===== src/rtl/wrr_pkg.sv =====
// Shared types and constants for the reorder window with slot acknowledge.
package wrr_pkg;

    localparam int SLOTS       = 4;
    localparam int SLOT_W      = 2;
    localparam int ALIGN_W     = 12;
    localparam int ACK_W       = 6;
    localparam int RUN_W       = 3;
    localparam int MAX_RUN     = 4;
    localparam int STEP_W      = 2;

    localparam logic [31:0] DONE_TYPE = 32'd3;
    localparam logic [31:0] CAP_RESET = 32'h0080_0000;

    localparam logic CFG_CAPACITY = 1'b0;
    localparam logic CFG_DISCARD  = 1'b1;

    typedef enum logic [2:0] {
        STAT_OK        = 3'd0,
        STAT_BAD_TYPE  = 3'd1,
        STAT_BAD_SLOT  = 3'd2,
        STAT_TOO_LONG  = 3'd3,
        STAT_UNALIGNED = 3'd4,
        STAT_VALID_GT  = 3'd5,
        STAT_BUSY      = 3'd6,
        STAT_HALTED    = 3'd7
    } t_status;

    typedef enum logic [1:0] {
        S_IDLE,
        S_CHECK,
        S_SEARCH,
        S_RETIRE
    } t_state;

    typedef enum logic [1:0] {
        STEP_VALID   = 2'd0,
        STEP_ALIGNED = 2'd1,
        STEP_COUNT   = 2'd2,
        STEP_EXPECT  = 2'd3
    } t_step;

endpackage


===== src/rtl/window_reorder_retire_ack.sv =====
// Top level of the reorder window: check, park and in-order retirement of completions.
//
// Usage:
// - Command channel: drive the message fields with start high; the message is taken at
//   the edge where start is high and busy is low. busy stays high until all retirements
//   caused by the message have been emitted.
// - Result channel: each result beat appears for one cycle with o_result_strobe high.
//   The receiver cannot stall; it must take every beat as it comes.
// - Configuration: i_cfg_we writes i_cfg_wdata to register i_cfg_index (0 capacity,
//   1 discard mode) in the same edge. Write only while busy is low.
// - Sequencing: a rejected or halted message gives its single status beat from the check
//   state. A parked message is searched and retired one slot at a time; each retirement
//   walks one 64-bit adder over valid total, aligned offset, chunk count and expected
//   sequence in four steps, and one message retires at most four slots.
// - The last beat of a message carries o_end_of_run. A message that only parks gives no
//   beat. A check failure or retirement of the final chunk halts the block; afterwards
//   every message answers with a halted status beat.
// - Reset (synchronous, active low) empties all slots, clears sums and the halt flag and
//   loads the default capacity of 8 MiB with discard mode off.
module window_reorder_retire_ack (
    input  logic        i_clk,
    input  logic        i_rst_n,
    input  logic        start,
    output logic        busy,
    input  logic [31:0] i_message_type,
    input  logic [7:0]  i_slot_number,
    input  logic [63:0] i_chunk_sequence,
    input  logic [31:0] i_valid_bytes,
    input  logic [31:0] i_aligned_bytes,
    input  logic        i_final_chunk,
    input  logic        i_cfg_we,
    input  logic        i_cfg_index,
    input  logic [31:0] i_cfg_wdata,
    output logic        o_result_strobe,
    output logic [2:0]  o_status,
    output logic [wrr_pkg::ACK_W-1:0] o_ack_slot,
    output logic        o_write_enable,
    output logic [63:0] o_write_offset,
    output logic [31:0] o_write_length,
    output logic [63:0] o_valid_total,
    output logic [63:0] o_chunk_total,
    output logic        o_stream_done,
    output logic        o_end_of_run
);
    import wrr_pkg::*;

    t_state r_state, n_state;
    logic   r_halted, n_halted;
    logic [31:0] r_capacity;
    logic        r_discard;

    logic [31:0] r_in_type;
    logic [7:0]  r_in_slot;
    logic [63:0] r_in_seq;
    logic [31:0] r_in_vlen, r_in_alen;
    logic        r_in_fin;

    logic [SLOTS-1:0] r_slot_busy, n_slot_busy;
    logic [63:0] r_slot_seq  [SLOTS];
    logic [31:0] r_slot_vlen [SLOTS];
    logic [31:0] r_slot_alen [SLOTS];
    logic        r_slot_fin  [SLOTS];
    logic        park;

    logic [63:0] r_expected, n_expected;
    logic [63:0] r_valid_sum, n_valid_sum;
    logic [63:0] r_aligned_sum, n_aligned_sum;
    logic [63:0] r_chunk_count, n_chunk_count;

    logic [RUN_W-1:0]  r_n, n_n;
    logic [STEP_W-1:0] r_step, n_step;
    logic [SLOT_W-1:0] r_cur, n_cur;

    logic        r_pend, n_pend;
    logic [SLOT_W-1:0] r_p_slot, n_p_slot;
    logic        r_p_wen, n_p_wen;
    logic [63:0] r_p_woff, n_p_woff;
    logic [31:0] r_p_wlen, n_p_wlen;
    logic [63:0] r_p_vtot, n_p_vtot;
    logic [63:0] r_p_ctot, n_p_ctot;
    logic        r_p_done, n_p_done;

    logic        r_out_strobe, n_out_strobe;
    t_status     r_out_status, n_out_status;
    logic [ACK_W-1:0] r_out_ack, n_out_ack;
    logic        r_out_wen, n_out_wen;
    logic [63:0] r_out_woff, n_out_woff;
    logic [31:0] r_out_wlen, n_out_wlen;
    logic [63:0] r_out_vtot, n_out_vtot;
    logic [63:0] r_out_ctot, n_out_ctot;
    logic        r_out_done, n_out_done;
    logic        r_out_eor, n_out_eor;

    t_status     chk_status;
    logic        found;
    logic [SLOT_W-1:0] found_idx;
    logic        last_beat;
    logic        cur_nz;
    logic [63:0] add_a, add_b, add_sum;

    // message checks in priority order
    always_comb begin
        if (r_in_type != DONE_TYPE) begin
            chk_status = STAT_BAD_TYPE;
        end else if (r_in_slot[7:SLOT_W] != '0) begin
            chk_status = STAT_BAD_SLOT;
        end else if (r_in_vlen > r_capacity || r_in_alen > r_capacity) begin
            chk_status = STAT_TOO_LONG;
        end else if (r_in_alen[ALIGN_W-1:0] != '0) begin
            chk_status = STAT_UNALIGNED;
        end else if (r_in_vlen > r_in_alen) begin
            chk_status = STAT_VALID_GT;
        end else if (r_slot_busy[r_in_slot[SLOT_W-1:0]]) begin
            chk_status = STAT_BUSY;
        end else begin
            chk_status = STAT_OK;
        end
    end

    // lowest parked slot holding the expected sequence
    always_comb begin
        found     = 1'b0;
        found_idx = '0;
        for (int i = SLOTS - 1; i >= 0; i--) begin
            if (r_slot_busy[i] && r_slot_seq[i] == r_expected) begin
                found     = 1'b1;
                found_idx = SLOT_W'(i);
            end
        end
    end

    assign last_beat = r_pend && (r_p_done || r_n == RUN_W'(MAX_RUN) || !found);
    assign cur_nz    = r_slot_vlen[r_cur] != '0;

    // shared 64-bit adder, one operand pair per retirement step
    always_comb begin
        add_a = r_expected;
        add_b = 64'd1;
        case (t_step'(r_step))
            STEP_VALID: begin
                add_a = r_valid_sum;
                add_b = cur_nz ? {32'd0, r_slot_vlen[r_cur]} : 64'd0;
            end
            STEP_ALIGNED: begin
                add_a = r_aligned_sum;
                add_b = cur_nz ? {32'd0, r_slot_alen[r_cur]} : 64'd0;
            end
            STEP_COUNT: begin
                add_a = r_chunk_count;
                add_b = {63'd0, cur_nz};
            end
            STEP_EXPECT: begin
                add_a = r_expected;
                add_b = 64'd1;
            end
            default: begin
                add_a = r_expected;
                add_b = 64'd1;
            end
        endcase
    end

    assign add_sum = add_a + add_b;

    always_comb begin
        n_state = r_state;
        case (r_state)
            S_IDLE: begin
                if (start) begin
                    n_state = S_CHECK;
                end
            end
            S_CHECK: begin
                if (r_halted || chk_status != STAT_OK) begin
                    n_state = S_IDLE;
                end else begin
                    n_state = S_SEARCH;
                end
            end
            S_SEARCH: begin
                if (last_beat || !found) begin
                    n_state = S_IDLE;
                end else begin
                    n_state = S_RETIRE;
                end
            end
            S_RETIRE: begin
                if (t_step'(r_step) == STEP_EXPECT) begin
                    n_state = S_SEARCH;
                end
            end
            default: n_state = S_IDLE;
        endcase
    end

    always_comb begin
        n_halted      = r_halted;
        n_slot_busy   = r_slot_busy;
        park          = 1'b0;
        n_expected    = r_expected;
        n_valid_sum   = r_valid_sum;
        n_aligned_sum = r_aligned_sum;
        n_chunk_count = r_chunk_count;
        n_n           = r_n;
        n_step        = r_step;
        n_cur         = r_cur;
        n_pend        = r_pend;
        n_p_slot      = r_p_slot;
        n_p_wen       = r_p_wen;
        n_p_woff      = r_p_woff;
        n_p_wlen      = r_p_wlen;
        n_p_vtot      = r_p_vtot;
        n_p_ctot      = r_p_ctot;
        n_p_done      = r_p_done;
        n_out_strobe  = 1'b0;
        n_out_status  = r_out_status;
        n_out_ack     = r_out_ack;
        n_out_wen     = r_out_wen;
        n_out_woff    = r_out_woff;
        n_out_wlen    = r_out_wlen;
        n_out_vtot    = r_out_vtot;
        n_out_ctot    = r_out_ctot;
        n_out_done    = r_out_done;
        n_out_eor     = r_out_eor;
        case (r_state)
            S_IDLE: begin
            end
            S_CHECK: begin
                if (r_halted || chk_status != STAT_OK) begin
                    n_out_strobe = 1'b1;
                    n_out_status = r_halted ? STAT_HALTED : chk_status;
                    n_out_ack    = '0;
                    n_out_wen    = 1'b0;
                    n_out_woff   = '0;
                    n_out_wlen   = '0;
                    n_out_vtot   = '0;
                    n_out_ctot   = '0;
                    n_out_done   = 1'b0;
                    n_out_eor    = 1'b1;
                    n_halted     = 1'b1;
                end else begin
                    park = 1'b1;
                    n_slot_busy[r_in_slot[SLOT_W-1:0]] = 1'b1;
                    n_n    = '0;
                    n_pend = 1'b0;
                end
            end
            S_SEARCH: begin
                if (r_pend && (last_beat || found)) begin
                    n_out_strobe = 1'b1;
                    n_out_status = STAT_OK;
                    n_out_ack    = {{(ACK_W-SLOT_W){1'b0}}, r_p_slot};
                    n_out_wen    = r_p_wen;
                    n_out_woff   = r_p_woff;
                    n_out_wlen   = r_p_wlen;
                    n_out_vtot   = r_p_vtot;
                    n_out_ctot   = r_p_ctot;
                    n_out_done   = r_p_done;
                    n_out_eor    = last_beat;
                    n_pend       = 1'b0;
                    if (last_beat && r_p_done) begin
                        n_halted = 1'b1;
                    end
                end
                if (!last_beat && found) begin
                    n_cur  = found_idx;
                    n_step = STEP_W'(STEP_VALID);
                end
            end
            S_RETIRE: begin
                n_step = r_step + STEP_W'(1);
                case (t_step'(r_step))
                    STEP_VALID: begin
                        n_valid_sum = add_sum;
                        n_p_vtot    = add_sum;
                    end
                    STEP_ALIGNED: begin
                        n_aligned_sum = add_sum;
                        n_p_woff      = (cur_nz && !r_discard) ? r_aligned_sum : 64'd0;
                    end
                    STEP_COUNT: begin
                        n_chunk_count = add_sum;
                        n_p_ctot      = add_sum;
                    end
                    STEP_EXPECT: begin
                        n_expected         = add_sum;
                        n_slot_busy[r_cur] = 1'b0;
                        n_pend             = 1'b1;
                        n_p_slot           = r_cur;
                        n_p_wen            = cur_nz && !r_discard;
                        n_p_wlen           = (cur_nz && !r_discard) ? r_slot_alen[r_cur] : 32'd0;
                        n_p_done           = r_slot_fin[r_cur];
                        n_n                = r_n + RUN_W'(1);
                    end
                    default: begin
                    end
                endcase
            end
            default: begin
            end
        endcase
    end

    always_ff @(posedge i_clk) begin
        if (!i_rst_n) begin
            r_state       <= S_IDLE;
            r_halted      <= 1'b0;
            r_capacity    <= CAP_RESET;
            r_discard     <= 1'b0;
            r_slot_busy   <= '0;
            r_expected    <= '0;
            r_valid_sum   <= '0;
            r_aligned_sum <= '0;
            r_chunk_count <= '0;
            r_n           <= '0;
            r_step        <= '0;
            r_pend        <= 1'b0;
            r_out_strobe  <= 1'b0;
        end else begin
            r_state       <= n_state;
            r_halted      <= n_halted;
            r_slot_busy   <= n_slot_busy;
            r_expected    <= n_expected;
            r_valid_sum   <= n_valid_sum;
            r_aligned_sum <= n_aligned_sum;
            r_chunk_count <= n_chunk_count;
            r_n           <= n_n;
            r_step        <= n_step;
            r_pend        <= n_pend;
            r_out_strobe  <= n_out_strobe;
            if (i_cfg_we) begin
                if (i_cfg_index == CFG_CAPACITY) begin
                    r_capacity <= i_cfg_wdata;
                end else begin
                    r_discard <= i_cfg_wdata[0];
                end
            end
        end
    end

    always_ff @(posedge i_clk) begin
        if (r_state == S_IDLE && start) begin
            r_in_type <= i_message_type;
            r_in_slot <= i_slot_number;
            r_in_seq  <= i_chunk_sequence;
            r_in_vlen <= i_valid_bytes;
            r_in_alen <= i_aligned_bytes;
            r_in_fin  <= i_final_chunk;
        end
        if (park) begin
            r_slot_seq[r_in_slot[SLOT_W-1:0]]  <= r_in_seq;
            r_slot_vlen[r_in_slot[SLOT_W-1:0]] <= r_in_vlen;
            r_slot_alen[r_in_slot[SLOT_W-1:0]] <= r_in_alen;
            r_slot_fin[r_in_slot[SLOT_W-1:0]]  <= r_in_fin;
        end
        r_cur        <= n_cur;
        r_p_slot     <= n_p_slot;
        r_p_wen      <= n_p_wen;
        r_p_woff     <= n_p_woff;
        r_p_wlen     <= n_p_wlen;
        r_p_vtot     <= n_p_vtot;
        r_p_ctot     <= n_p_ctot;
        r_p_done     <= n_p_done;
        r_out_status <= n_out_status;
        r_out_ack    <= n_out_ack;
        r_out_wen    <= n_out_wen;
        r_out_woff   <= n_out_woff;
        r_out_wlen   <= n_out_wlen;
        r_out_vtot   <= n_out_vtot;
        r_out_ctot   <= n_out_ctot;
        r_out_done   <= n_out_done;
        r_out_eor    <= n_out_eor;
    end

    assign busy            = r_state != S_IDLE;
    assign o_result_strobe = r_out_strobe;
    assign o_status        = r_out_status;
    assign o_ack_slot      = r_out_ack;
    assign o_write_enable  = r_out_wen;
    assign o_write_offset  = r_out_woff;
    assign o_write_length  = r_out_wlen;
    assign o_valid_total   = r_out_vtot;
    assign o_chunk_total   = r_out_ctot;
    assign o_stream_done   = r_out_done;
    assign o_end_of_run    = r_out_eor;

endmodule


===== config.mk =====
export PLATFORM = sky130hd
export DESIGN_NAME = window_reorder_retire_ack
export DESIGN_NICKNAME = d
export VERILOG_FILES = /design/src/rtl/wrr_pkg.sv /design/src/rtl/window_reorder_retire_ack.sv
export SDC_FILE = /design/constraint.sdc
export NUM_CORES = 2
export LEC_CHECK = 0
export BUFFER_PORTS_ARGS = -buffer_cell sky130_fd_sc_hd__buf_2
export CAP_MARGIN = 30
export CORE_MARGIN = 3
export CORE_UTILIZATION = 55
export CTS_BUF_LIST = sky130_fd_sc_hd__clkbuf_16
export DETAILED_ROUTE_END_ITERATION = 10
export MAX_ROUTING_LAYER = met4
export PLACE_DENSITY = 0.74
export SLEW_MARGIN = 15
export SYNTH_ARGS = -nofsm -noshare
export SYNTH_HDL_FRONTEND = slang
export SYNTH_SLANG_ARGS = --single-unit

===== constraint.sdc =====
create_clock -name i_clk -period 24.4 [get_ports i_clk]
set_input_delay 1.22 -clock i_clk [delete_from_list [all_inputs] [get_ports i_clk]]
set_output_delay 1.22 -clock i_clk [all_outputs]
set_load 0.005 [all_outputs]

==> impl_metrics.json <==
{
  "slew_headroom_pct": 31.9,
  "dr_wl_met2_mm": 72.3,
  "holdCritStartpoint": "r_capacity[31]",
  "fillers": 7865,
  "grt_start_max_net_pins": 182,
  "wl_mm": 160,
  "final_nets": 5147,
  "vdd_drop_max_uv": 51.2,
  "ff2ff_path_depth": 19,
  "yosys.cell_types.count": 99,
  "fin_crit_sh_pct": 28.9,
  "rrSetupSlack_ns": 17.35,
  "dp_slack_ns": 17.26,
  "max_stage_delay_ns": 0.81,
  "cts_setup_buffers": 0,
  "crit_buf_inv": 3,
  "worst_pin_slew_ns": 1.02,
  "leakage_uw": 0.0245,
  "holdPathEnd": "r_capacity[31]",
  "crit_slowest_cell": "edfxtp_1",
  "top_layer": "met4",
  "fp-row-count": 120,
  "clk_latency_ns": 0.77,
  "yosys_warnings": 0,
  "layout_common_cells": "edfxtp_1, buf_2, and2_1",
  "cp_top_family": "compound AO/OA/AOI/OAI gates",
  "dr_wl_met3_mm": 16.5,
  "synth_edf_count": 1147,
  "drc": 0,
  "design.die.area_mm2": 0.112,
  "critPathCaptureType": "register",
  "hold_class": "register to register",
  "layout_commonest_cell": "edfxtp_1",
  "place_area_mm2": 0.0630,
  "boundaryPins": 444,
  "synth_seq_cells": 1450,
  "cts_resized": 0,
  "cts.sinks": 1450,
  "holdPathStages": 2,
  "synth_cells": 4418,
  "grt_setup_unrepaired": "no",
  "cts_tree": "built",
  "postRouteAntennaNets": 0,
  "yosys_most_used_dff": "edfxtp_1",
  "cts_max_path_buffers": 3,
  "vias": 37800,
  "slew_viol_final": 0,
  "wire_per_inst_um": 25.4,
  "worst_clock_skew_ns": 0.0252,
  "root_buffer": "clkbuf_16",
  "reg2reg_from": "r_cur[1]",
  "status": "finished clean",
  "fmax_mhz": 142,
  "syn_area_mm2": 0.0596,
  "setup_tns_ns": 0,
  "grt_pass1_wl_mm": 236,
  "yosysSeqAreaShare_pct": 68.0,
  "hpwlAfterDp_mm": 112,
  "hold_viol": 0,
  "ys_async_sr_fraction_pct": 0,
  "worst_slack_ns": 17.35,
  "worstPathRequired_ns": 24.90,
  "fin_total_pwr_uw": 5440,
  "cpMostUsedCell": "buf_4",
  "period_needed_ns": 7.05,
  "grt_overflow": 0,
  "wirelength_met1_mm": 67.1,
  "viasPerCell": 5.98,
  "crit_type": "register to register",
  "drt_iter0_drc": 4507,
  "power_density_mw_per_mm2": 80.1,
  "cts.hold.buffers_added": 0,
  "design_area_mm2": 0.0679,
  "cp.arrival_ns": 7.55,
  "cp-start-kind": "register",
  "dieWidth_um": 335,
  "drive_gt1_share_pct": 17.0,
  "grt_pass1_vias": 36100,
  "crit_path_cell_trace": "buf_4, mux4_2, nor4_1, nand4_1, nor2_2, buf_4, o21ai_0, mux2_2, ha_1, fa_1, a21o_1, a221oi_4, a211oi_2, o31a_2, o21ai_4, a21oi_4, nand3_1, xor2_1, inv_1",
  "port_buffers": 439,
  "worst_r2r_endpoint": "r_p_ctot[58]",
  "start_util_pct": 55.5,
  "place_congestion": 0.948,
  "h-tree-depth": 4,
  "avgSynthCellArea_um2": 13.5,
  "firstDrtPassIters": 7,
  "area_growth_pct": 13.9,
  "cts_buffers": 147,
  "drv_cap": 0,
  "core_area_mm2": 0.107,
  "antenna_found_initial": 2,
  "cp_max_fo": 53,
  "hold_slack_ns": 0.456,
  "grt_use_total_pct": 29.2,
  "path_clk_slew_ns": 0.06,
  "setup_violations": 0,
  "fp.dieH_um": 335
}
layer usage:
metal	global-route usage (%)	vias up
met5	-	-
li1	-	17000
met1	41.3	18600
met2	42.8	1956
met3	6.42	270
met4	8.73	0
cells by family after synthesis:
logic type	synth area share [%]
compound gates	8.78
xor+xnor	3.96
fa+ha+maj	2.97
buf+inv	3.08
flops	68.0
mux	2.94
other cells	0.00629
simple gates	10.3
worst reg2reg max path, cell delays in order, from the launching register on:
cell and delay, ns:
edfxtp_1 0.81, buf_4 0.75, mux4_2 0.44, nor4_1 0.64, nand4_1 0.19, nor2_2 0.13
buf_4 0.39, o21ai_0 0.18, mux2_2 0.28, ha_1 0.20, fa_1 0.42, a21o_1 0.24
a221oi_4 0.34, a211oi_2 0.19, o31a_2 0.44, o21ai_4 0.31, a21oi_4 0.17, nand3_1 0.18
xor2_1 0.38, inv_1 0.10
flip-flops by register name, summed over array words and instances (netlist names), 64 cells and up:
name	cells
r_slot_seq	256
r_slot_alen	128
r_slot_vlen	128
o_chunk_total	64
o_valid_total	64
o_write_offset	64
r_aligned_sum	64
r_chunk_count	64
r_expected	64
r_in_seq	64
r_p_ctot	64
r_p_vtot	64
r_p_woff	64
r_valid_sum	64
layout make-up:
type	instances	area [µm²]	area share, %
repair buffers	496	2830	4.17
inverters	200	767	1.13
flip-flops and latches	1450	40500	59.7
clock inverters	118	903	1.33
multi-input cells	2505	17400	25.6
clock buffers	150	3750	5.53
well taps	1403	1760	2.59
diodes	1	2.50	0.00369
metrics by stage:
stage	util, %	std cells
finish	63.2	6323
CTS	63.0	6312
global route	63.2	6323
global placement	58.6	6041
detailed placement	58.7	6044
floorplan	-	4421
Yosys cell counts (12+ instances only):
| library cell | number | area (µm²) |
|---|---|---|
| a211oi_1 | 25 | 188 |
| a21o_1 | 32 | 240 |
| a21oi_1 | 334 | 1670 |
| a222oi_1 | 65 | 651 |
| a22oi_1 | 33 | 248 |
| and2_1 | 337 | 2110 |
| and3_1 | 21 | 131 |
| buf_1 | 12 | 45.0 |
| buf_2 | 24 | 120 |
| clkbuf_1 | 216 | 811 |
| dfxtp_1 | 303 | 6070 |
| edfxtp_1 | 1147 | 34400 |
| ha_1 | 140 | 1750 |
| inv_1 | 195 | 732 |
| mux2i_1 | 15 | 150 |
| mux4_2 | 66 | 1490 |
| nand2_1 | 227 | 852 |
| nand2b_1 | 27 | 169 |
| nand3_1 | 66 | 330 |
| nand4_1 | 68 | 425 |
| nor2_1 | 293 | 1100 |
| nor2b_1 | 24 | 150 |
| nor3_1 | 22 | 110 |
| nor4_1 | 56 | 350 |
| o21a_1 | 28 | 210 |
| o21ai_0 | 164 | 821 |
| o22ai_1 | 12 | 75.1 |
| xnor2_1 | 194 | 1700 |
| xor2_1 | 72 | 631 |
worst max path at each step:
stage | end | from | cells after the start
final | r_p_ctot[58] | r_cur[1] | 19
after global routing | r_p_ctot[40] | r_cur[1] | 19
after CTS | r_p_ctot[58] | r_cur[0] | 20
after detailed placement | r_p_ctot[58] | r_cur[0] | 20
after global placement | r_p_ctot[38] | r_cur[0] | 20
after floorplan | o_ack_slot[0] | r_in_vlen[31] | 10
power breakdown:
group | switching, µW | leakage [µW] | total, µW | internal [µW]
sequential | 82.0 | 0.0131 | 2900 | 2820
clock | 945 | 0.00241 | 2180 | 1240
combinational | 233 | 0.00893 | 354 | 122
Power figures use the tool's default switching activity.
